$ cat src/sv/skpq_pkg.sv
// Shared types and codes for the selectable key priority queue.
package skpq_pkg;

  typedef enum logic [1:0] {
    FUNC_ENQ  = 2'd0,
    FUNC_DEQ  = 2'd1,
    FUNC_READ = 2'd2,
    FUNC_NOP  = 2'd3
  } func_t;

  typedef enum logic [1:0] {
    ST_OK    = 2'd0,
    ST_EMPTY = 2'd1,
    ST_FULL  = 2'd2,
    ST_RANGE = 2'd3
  } status_t;

  typedef enum logic [2:0] {
    MODE_ARRIVE   = 3'd0,
    MODE_JOB      = 3'd1,
    MODE_LAST     = 3'd2,
    MODE_PAGES    = 3'd3,
    MODE_COMPLETE = 3'd4
  } mode_t;

  typedef struct packed {
    func_t       func;
    logic [15:0] process_id;
    logic [15:0] entry_tag;
    logic [31:0] arrival_cycle;
    logic [31:0] job_cycles;
    logic [31:0] last_exec_time;
    logic [31:0] pages_in_mem;
    logic [31:0] finish_cycle;
    logic [5:0]  position;
  } in_req_t;

  typedef struct packed {
    status_t     status;
    logic [15:0] out_process_id;
    logic [15:0] out_tag;
    logic [31:0] out_key;
    logic [6:0]  occupancy;
  } out_rsp_t;

  typedef struct packed {
    logic [31:0] key;
    logic [15:0] pid;
    logic [15:0] tag;
  } entry_t;

  typedef struct packed {
    logic enq;
    logic deq;
  } cell_ctl_t;

endpackage

$ cat src/sv/skpq_cell.sv
// One queue slot: compares against the incoming entry and shifts with its neighbors.
module skpq_cell import skpq_pkg::*; (
  input  logic      clk,
  input  cell_ctl_t ctl,
  input  logic      slot_valid,
  input  entry_t    new_ent,
  input  entry_t    prev_ent,
  input  logic      prev_le,
  input  entry_t    next_ent,
  output entry_t    ent,
  output logic      le
);

  entry_t ent_r;
  entry_t ent_nxt;

  assign le = slot_valid &&
              ((ent_r.key < new_ent.key) ||
               ((ent_r.key == new_ent.key) && (ent_r.pid <= new_ent.pid)));

  always_comb begin
    ent_nxt = ent_r;
    if (ctl.enq) begin
      if (le) begin
        ent_nxt = ent_r;
      end else if (prev_le) begin
        ent_nxt = new_ent;
      end else begin
        ent_nxt = prev_ent;
      end
    end else if (ctl.deq) begin
      ent_nxt = next_ent;
    end
  end

  always_ff @(posedge clk) begin
    ent_r <= ent_nxt;
  end

  assign ent = ent_r;

endmodule

$ cat config.mk
export PLATFORM = sky130hd
export DESIGN_NAME = skpq_cell
export DESIGN_NICKNAME = d
export VERILOG_FILES = /design/src/sv/skpq_pkg.sv /design/src/sv/skpq_cell.sv
export SDC_FILE = /design/constraint.sdc
export NUM_CORES = 1
export LEC_CHECK = 0
export ABC_AREA = 1
export BUFFER_PORTS_ARGS = -buffer_cell sky130_fd_sc_hd__buf_2
export CAP_MARGIN = 10
export CELL_PAD_IN_SITES_DETAIL_PLACEMENT = 0
export CELL_PAD_IN_SITES_GLOBAL_PLACEMENT = 1
export CORE_MARGIN = 3
export CORE_UTILIZATION = 33
export DETAILED_ROUTE_END_ITERATION = 12
export PLACE_DENSITY_LB_ADDON = 0.1
export SYNTH_ARGS = -nofsm -noshare
export SYNTH_HDL_FRONTEND = slang
export SYNTH_SLANG_ARGS = --single-unit
$ cat constraint.sdc
create_clock -name clk -period 6.6 [get_ports clk]
set_input_delay 0.99 -clock clk [delete_from_list [all_inputs] [get_ports clk]]
set_output_delay 0.99 -clock clk [all_outputs]
set_load 0.01 [all_outputs]
==> impl_metrics.env <==
export IMPL_p_int_uw=969
export IMPL_cts_setup_buffers=0
export IMPL_placementRows=42
export IMPL_clock_sinks=64
export IMPL_ir_drop_v=0.000136
export IMPL_hp_start="next_ent[2]"
export IMPL_drt_iter0_drc=164
export IMPL_grt_max_degree=67
export IMPL_powerDensity_nw_per_um2=216
export IMPL_holdPathEnd="ent[2]"
export IMPL_r2r_cells=12
export IMPL_antenna_left=0
export IMPL_grt_pass1_wl_um=21900
export IMPL_antenna_cells=0
export IMPL_io_pins=262
export IMPL_setup_viol=0
export IMPL_viasPerCell=4.67
export IMPL_p_switching_uw=379
export IMPL_drv_cap=0
export IMPL_numCtsBuffers=9
export IMPL_fp_dieArea_um2=15100
export IMPL_setup_ws_ns=2.96
export IMPL_nets=1055
export IMPL_sw_frac_of_total_pct=28.1
export IMPL_status="finished clean"
export IMPL_p_leak_nw=3.17
export IMPL_fill_cells=1415
export IMPL_timing_critical_path_required_ns=6.57
export IMPL_firstDrtPassIters=4
export IMPL_yosys_warnings=0
export IMPL_h_tree_depth=3
export IMPL_fin_util_pct=47.0
export IMPL_finalClockSkew_ns=0.00552
export IMPL_cts_tree="done"
export IMPL_crit_reg2reg_launch="ent[31]"
export IMPL_final_cells=991
export IMPL_cts_hold_buf=0
export IMPL_die_w_um=123
export IMPL_drive_gt1_share_pct=36.2
export IMPL_worstHoldPathCells=3
export IMPL_grtUsageTotal_pct=18.8
export IMPL_dp_worst_setup_slack_ns=2.53
export IMPL_dpl_hpwl_um=11100
export IMPL_largest_reg_flops=64
export IMPL_r2r_end="ent[4]"
export IMPL_syn_area_um2=4500
export IMPL_synth_seq_area_share_pct=42.7
export IMPL_finalHoldViolCount=0
export IMPL_gp_congestion=0.763
export IMPL_core_area_um2=13300
export IMPL_synth_cell_types=25
export IMPL_period_minus_slack_ns=3.64
export IMPL_stdcell_area_um2=6240
export IMPL_syn_nets=807
export IMPL_fin_setup_tns_ns=0
export IMPL_place_inst=975
export IMPL_max_freq_ghz=0.275
export IMPL_io_buffers=261
export IMPL_crit_fanout=66
export IMPL_finalPower_mw=1.35
export IMPL_multi_input_area_um2=2230
export IMPL_cp_start_kind="primary input"
export IMPL_antenna_found_initial=1
export IMPL_holdWs_ns=0.944
export IMPL_crit_arrival_ns=3.61
export IMPL_cts_buffer_depth=2
export IMPL_syn_avg_cell_area_um2=8.00
export IMPL_cp_end_kind="flop"
export IMPL_netlist_instances=562
export IMPL_gr_total_overflow=0
export IMPL_mostFrequentLayoutCells="buf_2, nand2_1, nor2_1"
export IMPL_grt_pass1_vias=4602
export IMPL_seq_area_um2=1920
export IMPL_max_slew_margin_pct=23.6
export IMPL_min_period_over_period_pct=55.2
export IMPL_combPwrFrac_pct=23.9
export IMPL_drt_wl_total_um=14400
export IMPL_wire_per_inst_um=14.5
export IMPL_start_util_pct=33.8
export IMPL_critical_path_class="primary input to flop"
export IMPL_reg2reg_setup_slack_ns=3.65
export IMPL_hp_class="primary input to flop"
export IMPL_worstMarginPinSlew_ns=1.14
export IMPL_power_frac_seq_pct=39.0
export IMPL_area_growth_pct=38.9
export IMPL_insertion_delay_ns=0.33
export IMPL_die_y_um=123
export IMPL_clk_pin_slew_ns=0.05
export IMPL_drc=0
export IMPL_final_common_cell="buf_2"
export IMPL_cts_repair_resized=0
export IMPL_rsz0062_at_grt="false"
export IMPL_ctsRootBufferMaster="clkbuf_16"
export IMPL_power_frac_clock_pct=37.2
export IMPL_final_max_slew_viol_count=0
export IMPL_via_count=4625
export IMPL_place_area_um2=5930
export IMPL_ys_ff_latch=64
[critical path, stage by stage]
cell     delay (ns)
buf_2          0.09
buf_4          0.30
inv_2          0.91
nand2_1        0.14
nand2_2        0.55
buf_4          0.56
[power groups by stage]
stage,sequential [mW],clock [mW],combinational (mW)
2_1_floorplan,0.554,0,0.156
3_3_place_gp,0.532,0,0.325
3_5_place_dp,0.534,0,0.328
4_1_cts,0.526,0.514,0.330
5_1_grt,0.530,0.533,0.371
6_report,0.525,0.501,0.321
[layer usage]
layer  vias to the layer above  part of all wire (%)  wire (um)  track usage, %
met5                         -                 0.090         13               0
met4                         2                   1.4        198            4.76
met3                        15                   9.7       1390            5.90
met2                       190                    50       7130            34.0
met1                      2027                    39       5660            21.3
li1                       2391                     -          -               -
[cell families (layout without fill, tap and decap cells)]
group | count (synthesis) | in the layout | share of synthesized area (%)
compound gates | 159 | 159 | 18.0
fa+ha+maj | 48 | 48 | 13.4
simple gates | 203 | 203 | 18.3
flops | 64 | 64 | 42.7
buf+inv | 88 | 341 | 7.68
[cell type report]
| class | count | area share [%] |
|---|---|---|
| Clock buffer | 9 | 3.61 |
| Clock inverter | 7 | 1.38 |
| Tap cell | 176 | 3.53 |
| Timing Repair Buffer | 264 | 21.3 |
| Multi-Input combinational cell | 410 | 35.7 |
| Inverter | 61 | 3.69 |
| Sequential cell | 64 | 30.8 |
[worst max-delay path by stage]
stage | startpoint | end | cells past startpoint
global placement | ctl[1] | ent[2] | 6
floorplan | new_ent[63] | ent[0] | 14
global route | ctl[1] | ent[36] | 6
detailed placement | ctl[1] | ent[10] | 6
CTS | ctl[1] | ent[36] | 6
finish | ctl[1] | ent[4] | 6
[cells in the mapped netlist, drive strengths merged]
cell	number	area (um2)
clkbuf	19	75.1
nand3	4	30.0
edfxtp	64	1920
nand4	3	25.0
inv	59	221
a21o	2	15.0
nor3	2	20.0
ha	48	601
o21a	2	16.3
buf	8	40.0
nand2	116	443
a21oi	22	110
nor2	78	303
clkinv	2	8.75
o21ai	133	666
(Power assumes the default switching activity.)
